File: config.mk
export PLATFORM = sky130hd
export DESIGN_NAME = four_axis_step_pulse_generator_top
export DESIGN_NICKNAME = d
export VERILOG_FILES = /design/src/stpg_pkg.sv /design/src/stpg_lane.sv /design/src/four_axis_step_pulse_generator_top.sv
export VERILOG_INCLUDE_DIRS = /design/src /design/src/src
export SDC_FILE = /design/constraint.sdc
export NUM_CORES = 2
export LEC_CHECK = 0
export ABC_CLOCK_PERIOD_IN_PS = 10800
export BUFFER_PORTS_ARGS = -buffer_cell sky130_fd_sc_hd__buf_2
export CAP_MARGIN = 20
export CORE_MARGIN = 2
export CORE_UTILIZATION = 56
export CTS_CLUSTER_DIAMETER = 40
export DETAILED_ROUTE_END_ITERATION = 7
export GPL_TIMING_DRIVEN = 0
export PLACE_DENSITY = 0.77
export RECOVER_POWER = 50
export SYNTH_ARGS = -nofsm -noshare
export SYNTH_HDL_FRONTEND = slang
export SYNTH_SLANG_ARGS = --single-unit
export TNS_END_PERCENT = 20
File: constraint.sdc
create_clock -name clk -period 10.8 [get_ports clk]
set_input_delay 1.62 -clock clk [delete_from_list [all_inputs] [get_ports clk]]
set_output_delay 1.62 -clock clk [all_outputs]
set_load 0.01 [all_outputs]
File: src/assert_macros.svh
// Assertion macros used by the top-level module.
`ifndef ASSERT_MACROS_SVH
`define ASSERT_MACROS_SVH

// Antecedent implies consequent in the same cycle.
`define CHK_IMPLY(label, clk, rst, ante, cons) \
  label: assert property (@(posedge clk) disable iff (rst) (ante) |-> (cons)) \
    else $error("check failed");

// Antecedent implies consequent in the next cycle.
`define CHK_NEXT(label, clk, rst, ante, cons) \
  label: assert property (@(posedge clk) disable iff (rst) (ante) |=> (cons)) \
    else $error("check failed");

`endif

File: src/stpg_pkg.sv
// Types and constants of the step pulse generator.
`timescale 1ns / 1ps
`default_nettype none
package stpg_pkg;
  localparam int IO_AXES = 4;
  localparam int DIV_BITS = 24;
  localparam logic [4:0] DIV_CYCLES = 5'd24;
  localparam logic signed [24:0] RAMP_NEAR_END = 25'sd20000;
  localparam logic signed [13:0] RAMP_MAX_PERIOD = 14'sd2000;
  localparam logic [11:0] IDLE_PERIOD = 12'hFFF;
  localparam logic [6:0] RAMP_STEP_INIT = 7'd80;
  localparam logic [11:0] RAMP_START_PERIOD = 12'd1000;
  localparam logic [6:0] SPEED_LIMIT = 7'd100;

  localparam logic [2:0] CFG_INVERT = 3'd0;
  localparam logic [2:0] CFG_SPEED = 3'd1;
  localparam logic [2:0] CFG_WIDTH = 3'd2;
  localparam logic [2:0] CFG_RES = 3'd3;
  localparam logic [2:0] CFG_SOFT = 3'd4;

  localparam logic REQ_MOVE = 1'b0;
  localparam logic REQ_TICK = 1'b1;

  typedef struct packed {
    logic load;
    logic div_start;
    logic commit;
    logic tick;
    logic clear;
  } lane_ctrl_t;
endpackage
`default_nettype wire

File: src/stpg_lane.sv
// One axis lane: distance, divider computation and step pulse timing.
`timescale 1ns / 1ps
`default_nettype none
module stpg_lane (
  input  wire logic                    clk,
  input  wire logic                    rst,
  input  wire stpg_pkg::lane_ctrl_t    ctrl,
  input  wire logic signed [14:0]      move_in,
  input  wire logic                    invert,
  input  wire logic [9:0]              pulse_width,
  input  wire logic [23:0]             product,
  output logic [14:0]                  abs_dist,
  output logic                         dir,
  output logic                         div_busy,
  output logic                         step
);
  import stpg_pkg::*;

  logic [23:0] divider;
  logic [23:0] phase;
  logic armed;
  logic signed [10:0] countdown;
  logic [23:0] quot;
  logic [15:0] rem;
  logic [4:0] cnt;
  logic signed [15:0] v;
  logic [15:0] sh;
  logic ge;
  logic [23:0] phase_next;
  logic armed_next;
  logic signed [10:0] cd_mid;
  logic signed [10:0] cd_next;
  logic step_next;

  always_comb begin
    v = invert ? -16'(move_in) : 16'(move_in);
    sh = {rem[14:0], quot[DIV_BITS-1]};
    ge = sh >= {1'b0, abs_dist};
  end

  always_comb begin
    phase_next = phase;
    armed_next = armed;
    cd_mid = countdown;
    step_next = step;
    if (divider != '0) begin
      if (phase >= divider) begin
        step_next = 1'b1;
        phase_next = 24'd1;
        armed_next = 1'b0;
      end else begin
        phase_next = phase + 24'd1;
        if (!armed) begin
          armed_next = 1'b1;
          cd_mid = $signed({1'b0, pulse_width});
        end
      end
    end
    cd_next = cd_mid;
    if (cd_mid > 11'sd0) begin
      cd_next = cd_mid - 11'sd1;
    end else if (cd_mid == 11'sd0) begin
      cd_next = -11'sd1;
      step_next = 1'b0;
    end
  end

  always_ff @(posedge clk) begin
    if (ctrl.load) begin
      dir <= ~v[15];
      abs_dist <= v[15] ? 15'(-v) : v[14:0];
    end
    if (ctrl.div_start) begin
      quot <= product;
      rem <= '0;
    end else if (div_busy) begin
      quot <= {quot[DIV_BITS-2:0], ge};
      rem <= ge ? sh - {1'b0, abs_dist} : sh;
    end
  end

  always_ff @(posedge clk) begin
    if (rst) begin
      divider <= '0;
      phase <= '0;
      armed <= 1'b0;
      countdown <= '0;
      step <= 1'b0;
      div_busy <= 1'b0;
      cnt <= '0;
    end else begin
      if (ctrl.div_start) begin
        div_busy <= 1'b1;
        cnt <= DIV_CYCLES;
      end else if (div_busy) begin
        cnt <= cnt - 5'd1;
        if (cnt == 5'd1) begin
          div_busy <= 1'b0;
        end
      end
      if (ctrl.commit) begin
        divider <= (abs_dist == '0) ? '0 : quot;
      end
      if (ctrl.tick) begin
        armed <= armed_next;
        countdown <= cd_next;
        if (ctrl.clear) begin
          phase <= '0;
          divider <= '0;
          step <= 1'b0;
        end else begin
          phase <= phase_next;
          step <= step_next;
        end
      end
    end
  end
endmodule
`default_nettype wire

File: src/four_axis_step_pulse_generator_top.sv
// Top level of the four-axis step pulse generator.
`timescale 1ns / 1ps
`default_nettype none
// A tick item's result is ready the cycle after the item is accepted. A move item passes
// a distance stage, a maximum stage, one multiply and a 24-bit restoring divider that
// runs in every axis lane at once before its result is ready. The block takes one item
// at a time; the next item may be accepted in the cycle in which the previous result
// is taken. Configuration writes take effect at once.
module four_axis_step_pulse_generator_top #(
  parameter int AXIS_COUNT = 4
) (
  input  wire logic               clk,
  input  wire logic               rst,
  input  wire logic               cfg_write,
  input  wire logic [2:0]         cfg_index,
  input  wire logic [9:0]         cfg_data,
  input  wire logic               in_valid,
  output logic                    in_ready,
  input  wire logic               req_type,
  input  wire logic signed [14:0] x_move,
  input  wire logic signed [14:0] y_move,
  input  wire logic signed [14:0] z_move,
  input  wire logic signed [14:0] a_move,
  output logic                    out_valid,
  input  wire logic               out_ready,
  output logic [3:0]              step_pulses,
  output logic [3:0]              directions,
  output logic                    drivers_enabled,
  output logic [11:0]             timer_period,
  output logic                    busy_res,
  output logic                    move_finished
);
  import stpg_pkg::*;
  `include "assert_macros.svh"

  localparam logic [2:0] ST_IDLE = 3'd0;
  localparam logic [2:0] ST_MAX = 3'd1;
  localparam logic [2:0] ST_MUL = 3'd2;
  localparam logic [2:0] ST_LOAD = 3'd3;
  localparam logic [2:0] ST_DIV = 3'd4;
  localparam logic [2:0] ST_DONE = 3'd5;

  logic [3:0] invert_mask;
  logic [6:0] max_speed;
  logic [9:0] pulse_width;
  logic [9:0] resolution;
  logic soft_start;

  logic [2:0] state;
  logic [14:0] master;
  logic [24:0] product;
  logic [3:0] dirs;
  logic enable;
  logic signed [24:0] master_count;
  logic running;
  logic [9:0] ramp_ticks;
  logic [11:0] ramp_period;
  logic [6:0] ramp_step;
  logic [10:0] run_period;
  logic [11:0] current_period;
  logic finished;

  lane_ctrl_t ctrl;
  logic signed [14:0] moves [IO_AXES];
  logic [14:0] lane_dist [AXIS_COUNT];
  logic [AXIS_COUNT-1:0] lane_dir;
  logic [AXIS_COUNT-1:0] lane_busy;
  logic [AXIS_COUNT-1:0] lane_step;
  logic [14:0] master_next;
  logic [10:0] run_calc;
  logic out_free;
  logic out_load;
  logic take_in;
  logic tick_run;
  logic end_move;
  logic signed [13:0] rp;
  logic signed [13:0] rp_up;
  logic signed [13:0] rp_dn;
  logic signed [13:0] rp_dn_clamped;
  logic [6:0] step_dn;

  assign moves[0] = x_move;
  assign moves[1] = y_move;
  assign moves[2] = z_move;
  assign moves[3] = a_move;

  assign out_free = !out_valid || out_ready;
  assign in_ready = (state == ST_IDLE) && out_free;
  assign take_in = in_valid && in_ready;
  assign tick_run = take_in && (req_type == REQ_TICK) && running;
  assign end_move = master_count < 25'sd0;
  assign out_load = (take_in && (req_type == REQ_TICK)) || ((state == ST_DONE) && out_free);

  always_comb begin
    ctrl.load = take_in && (req_type == REQ_MOVE);
    ctrl.div_start = (state == ST_LOAD);
    ctrl.commit = (state == ST_DONE) && out_free;
    ctrl.tick = tick_run;
    ctrl.clear = end_move;
  end

  for (genvar i = 0; i < AXIS_COUNT; i++) begin : g_lane
    logic signed [14:0] mv;
    logic inv;
    if (i < IO_AXES) begin : g_io
      assign mv = moves[i];
      assign inv = invert_mask[i];
    end else begin : g_extra
      assign mv = '0;
      assign inv = 1'b0;
    end
    stpg_lane u_lane (
      .clk(clk),
      .rst(rst),
      .ctrl(ctrl),
      .move_in(mv),
      .invert(inv),
      .pulse_width(pulse_width),
      .product(product[23:0]),
      .abs_dist(lane_dist[i]),
      .dir(lane_dir[i]),
      .div_busy(lane_busy[i]),
      .step(lane_step[i])
    );
  end

  for (genvar i = 0; i < IO_AXES; i++) begin : g_out
    if (i < AXIS_COUNT) begin : g_on
      assign step_pulses[i] = lane_step[i];
      assign dirs[i] = lane_dir[i];
    end else begin : g_off
      assign step_pulses[i] = 1'b0;
      assign dirs[i] = 1'b0;
    end
  end

  always_comb begin
    master_next = '0;
    for (int i = 0; i < AXIS_COUNT; i++) begin
      if (lane_dist[i] > master_next) begin
        master_next = lane_dist[i];
      end
    end
  end

  always_comb begin
    run_calc = (max_speed >= SPEED_LIMIT) ? '0 :
               11'({4'b0, SPEED_LIMIT - max_speed} * 11'd10);
    rp = $signed({2'b0, ramp_period});
    rp_up = rp + 14'sd10;
    if (rp_up >= RAMP_MAX_PERIOD) begin
      rp_up = RAMP_MAX_PERIOD;
    end
    rp_dn = rp - $signed({7'b0, ramp_step});
    step_dn = ramp_step;
    if (ramp_step > 7'd2 && rp_dn < 14'sd100) begin
      step_dn = ramp_step - 7'd1;
    end
    rp_dn_clamped = rp_dn;
    if (rp_dn <= $signed({3'b0, run_period})) begin
      rp_dn_clamped = $signed({3'b0, run_period});
    end
  end

  always_ff @(posedge clk) begin
    if (state == ST_MAX) begin
      master <= master_next;
    end
    if (state == ST_MUL) begin
      product <= 25'({10'b0, master} * {15'b0, resolution});
    end
  end

  always_ff @(posedge clk) begin
    if (rst) begin
      invert_mask <= 4'd2;
      max_speed <= 7'd99;
      pulse_width <= 10'd100;
      resolution <= 10'd250;
      soft_start <= 1'b0;
      state <= ST_IDLE;
      directions <= '0;
      enable <= 1'b0;
      master_count <= '0;
      running <= 1'b0;
      ramp_ticks <= '0;
      ramp_period <= '0;
      ramp_step <= '0;
      run_period <= '0;
      current_period <= IDLE_PERIOD;
      finished <= 1'b0;
      out_valid <= 1'b0;
    end else begin
      if (cfg_write) begin
        case (cfg_index)
          CFG_INVERT: invert_mask <= cfg_data[3:0];
          CFG_SPEED: max_speed <= cfg_data[6:0];
          CFG_WIDTH: pulse_width <= cfg_data;
          CFG_RES: resolution <= cfg_data;
          CFG_SOFT: soft_start <= cfg_data[0];
          default: ;
        endcase
      end
      if (out_load) begin
        out_valid <= 1'b1;
      end else if (out_valid && out_ready) begin
        out_valid <= 1'b0;
      end
      case (state)
        ST_IDLE: begin
          if (take_in) begin
            if (req_type == REQ_MOVE) begin
              state <= ST_MAX;
            end else begin
              finished <= running && end_move;
              if (!running) begin
                current_period <= IDLE_PERIOD;
              end else if (end_move) begin
                running <= 1'b0;
                directions <= '0;
                enable <= 1'b0;
                master_count <= '0;
              end else begin
                if (soft_start) begin
                  if (ramp_ticks > 10'd0) begin
                    ramp_ticks <= ramp_ticks - 10'd1;
                  end else begin
                    if (master_count < RAMP_NEAR_END) begin
                      ramp_period <= rp_up[11:0];
                      current_period <= rp_up[11:0];
                      ramp_step <= RAMP_STEP_INIT;
                    end else begin
                      ramp_period <= rp_dn_clamped[11:0];
                      current_period <= rp_dn_clamped[11:0];
                      ramp_step <= step_dn;
                    end
                    ramp_ticks <= resolution;
                  end
                end else begin
                  current_period <= {1'b0, run_period};
                end
                master_count <= master_count - 25'sd1;
              end
            end
          end
        end
        ST_MAX: state <= ST_MUL;
        ST_MUL: state <= ST_LOAD;
        ST_LOAD: state <= ST_DIV;
        ST_DIV: begin
          if (lane_busy == '0) begin
            state <= ST_DONE;
          end
        end
        ST_DONE: begin
          if (out_free) begin
            state <= ST_IDLE;
            finished <= 1'b0;
            directions <= dirs;
            enable <= 1'b1;
            master_count <= $signed(product);
            run_period <= run_calc;
            if (soft_start) begin
              ramp_ticks <= resolution;
              current_period <= RAMP_START_PERIOD;
              ramp_period <= RAMP_START_PERIOD;
              ramp_step <= RAMP_STEP_INIT;
            end else begin
              current_period <= {1'b0, run_calc};
            end
            running <= 1'b1;
          end
        end
        default: state <= ST_IDLE;
      endcase
    end
  end

  assign drivers_enabled = enable;
  assign timer_period = current_period;
  assign busy_res = running;
  assign move_finished = finished;

  `CHK_IMPLY(a_enable_running, clk, rst, 1'b1, enable == running)
  `CHK_IMPLY(a_idle_no_steps, clk, rst, !running, step_pulses == 4'd0)
  `CHK_IMPLY(a_finish_stops, clk, rst, finished, !running)
  `CHK_NEXT(a_move_blocks, clk, rst, take_in && (req_type == REQ_MOVE), !in_ready)
endmodule
`default_nettype wire

==> flow_summary.yaml <==
clocking:
  cts_setup_buffers: 0
  cts_resized: 0
  cts_root_buf: "clkbuf_16"
  clk_pin_slew_ns: 0.06
  clk_path_buf_depth: 3
  cts_tree: "done"
  clk-insertion-delay-late_ns: 0.69
  clock_sinks: 647
  numCtsBuffers: 104
  cts_hold_buf: 0
  cts-htree-levels: 3
drt:
  via_count: 39600
  firstDrtPassIters: 8
  postRouteAntennaNets: 0
  vias_per_cell: 6.13
  route.detailed.drc: 14
  wl_per_cell_um: 20.3
  wl_mm: 131
  drtIter0Drc: 3978
sta:
  timing.slew.headroom_pct: -14.0
  worst_pin_slew_ns: 1.71
  period_share_pct: 68.9
  rsz0062_at_grt: "false"
  hold_viol: 0
  fmax_mhz: 134
  report.final.slew_viol_count: 22
  fin_crit_ns: 7.45
  finClkSkew_ns: 0.0531
  final-setup-viol-count: 0
  finalSetupTns_ns: 0
power_and_ir_drop:
  ir_drop_uv: 297
  combPwrFrac_pct: 43.9
  seqPwrFrac_pct: 26.7
  p_leak_uw: 0.0199
  p_int_uw: 7150
  p_switching_uw: 4640
  p_total_uw: 11800
  power.density_nw_per_um2: 243
  sw_frac_of_total_pct: 39.4
  clkPwrFrac_pct: 29.4
placed_design:
  place_congestion: 0.977
  placed_area_um2: 45000
  place.port_buffers: 96
  dp_cells: 6266
  dp_hpwl_mm: 98.0
synth:
  yosysSeqAreaShare_pct: 34.8
  synth_nets: 5628
  synth.top_cell.area_share_pct: 20.8
  ys_seq_elements: 647
  synth_edf_count: 200
  yosysWarningCount: 0
  synthDistinctLibCells: 94
  synth.area.top_cells: "dfxtp_1 21%, edfxtp_1 14%, ha_1 9.1%, nand2_1 5.4%, fa_1 5.0%"
  netlist_instances: 5127
  syn_area_per_cell_um2: 8.39
  ys_async_sr_fraction_pct: 0
  synthesis.area_um2: 43000
  netlist.top_cell.by_area: "dfxtp_1"
  ys.flop_type: "dfxtp_1"
worst_setup_path:
  cp_data_arrival_time_ns: 7.93
  required_ns: 11.29
  path_buf_inv: 4
  cp_max_fo: 10
  startpoint_type: "flop"
  crit_path_end_kind: "flop"
  path_delay_family: "compound AO/OA/AOI/OAI gates"
  critPathMaxStageDelay_ns: 0.60
  criticalPathCategory: "reg -> reg"
  cpMaxStageDelayCell: "clkbuf_1"
global_routing:
  grt_pass1_wl_mm: 207
  overflow: 0
  grt_max_degree: 27
  grtUsageTotal_pct: 33.1
  antenna_found_initial: 5
  grt_pass1_vias: 38300
finish:
  final_core_util_pct: 63.9
  area_growth_pct: 12.7
  postLayoutCellArea_um2: 48500
  antenna_cells: 0
  drive_above_1_share_pct: 5.92
  stdcell_count: 6465
  nNetsFinal: 5845
  nFillCells: 6396
run:
  cap_violations: 2
floorplan:
  core.rowCount: 101
  die_area_um2: 79100
  ios: 104
  die_w_um: 281
  die_h_um: 281
  coreArea_um2: 75900
  start_util_pct: 56.7
status:
  failed_checks: "DRC, capacitance limit, slew limit"
  status: "complete, but fails checks"
min_path:
  min_path_type: "reg -> reg"
-- power by group through the flow --
stage | Combinational (uW) | Sequential (uW) | Clock [uW]
after floorplan | 3890 | 3090 | 0
after global placement | 4930 | 3180 | 0
after detailed placement | 5050 | 3180 | 0
after CTS | 5100 | 3130 | 3480
after global routing | 5760 | 3160 | 3590
final | 5180 | 3150 | 3460
-- logic make-up (layout without fill, tap and decap cells) --
logic type,Yosys count,in the layout,synth area share (%)
flip-flops,647,647,34.8
AO/OA/AOI/OAI,1140,1140,16.7
XOR/XNOR,278,278,5.68
buffers and inverters,618,926,5.48
AND/OR/NAND/NOR,1917,1917,20.8
multiplexers,104,104,2.47
adder cells (fa/ha/maj),423,423,14.2
-- final timing paths --
check                           endpoint  slack (ns)                    startpoint  depth (start not counted)
setup / recovery               master[9]        3.35  g_lane[0].u_lane.abs_dist[1]                         28
hold / removal    g_lane[1].u_lane.armed        0.46        g_lane[1].u_lane.armed                          2
setup reg to reg               master[9]        3.35  g_lane[0].u_lane.abs_dist[1]                         28
hold reg to reg   g_lane[1].u_lane.armed        0.46        g_lane[1].u_lane.armed                          2
-- cells in the final DEF, fill, tap and decap left out, types with 87 or more instances in the layout --
master	n
xor2_1	132
ha_1	314
edfxtp_1	200
clkbuf_1	278
clkbuf_16	107
mux2i_1	87
nand2_1	623
dfxtp_1	447
nand3_1	114
a22oi_1	121
o21ai_0	251
nor3_1	157
a21oi_1	370
fa_1	108
xnor2_1	145
inv_1	368
nor2_1	539
-- synthesized netlist by cell type, types with 26 or more instances --
cell and n:
a22oi_1 121, nand2_1 623, o31ai_1 31, a21oi_1 368, nand2b_1 44, edfxtp_1 200
ha_1 314, nor4_1 57, nand4_1 41, nor2_1 539, a21o_1 56, and2_1 78
clkbuf_1 221, a211oi_1 54, mux2i_1 87, o21ai_0 251, inv_1 368, dfxtp_1 447
nand3_1 114, nor2b_1 34, o21a_1 27, and3_1 50, a31oi_1 40, nor3_1 157
or3_1 62, xor2_1 132, fa_1 108, nand3b_1 26, xnor2_1 145
-- worst reg2reg max path, delay by kind of cell (launching register included) --
family / cells / cell delay (ns)
compound gates: 12 / 2.66
buf+inv: 4 / 1.32
simple gates: 7 / 1.01
fa+ha+maj: 3 / 0.96
mux: 2 / 0.72
flops: 1 / 0.58
-- layer usage --
metal | share of wire, % | track usage, %
met5 | 0.021 | 0
met4 | 6.6 | 19.5
met3 | 8.9 | 6.23
met2 | 45 | 52.9
met1 | 40 | 41.9
-- registers in the layout (all words and copies together), names as in the netlist, 7 cells and up --
name / count
g_lane.u_lane.divider: 96
ramp_step: 7
g_lane.u_lane.rem: 60
max_speed: 7
ramp_period: 12
timer_period: 12
g_lane.u_lane.cnt: 20
g_lane.u_lane.phase: 96
g_lane.u_lane.quot: 96
pulse_width: 10
g_lane.u_lane.abs_dist: 60
master: 15
master_count: 25
resolution: 10
product: 25
g_lane.u_lane.countdown: 44
ramp_ticks: 10
run_period: 10
-- through the flow --
stage	setup WS, ns	hold WS (ns)
2_1_floorplan	3.69	0.432
5_1_grt	2.87	0.496
4_1_cts	3.52	0.461
3_5_place_dp	3.53	0.452
6_report	3.35	0.459
3_3_place_gp	1.55	0.438
-- final cells by class --
class | instances | area, um^2 | share of cell area (%)
Buffer | 250 | 965 | 1.99
Clock buffer | 117 | 2760 | 5.68
Clock inverter | 80 | 918 | 1.89
Inverter | 368 | 1380 | 2.85
Multi-Input combinational cell | 3862 | 25700 | 53.0
Sequential cell | 647 | 15000 | 30.8
Tap cell | 1030 | 1290 | 2.66
Timing Repair Buffer | 111 | 532 | 1.10
(Power assumes the default switching activity.)
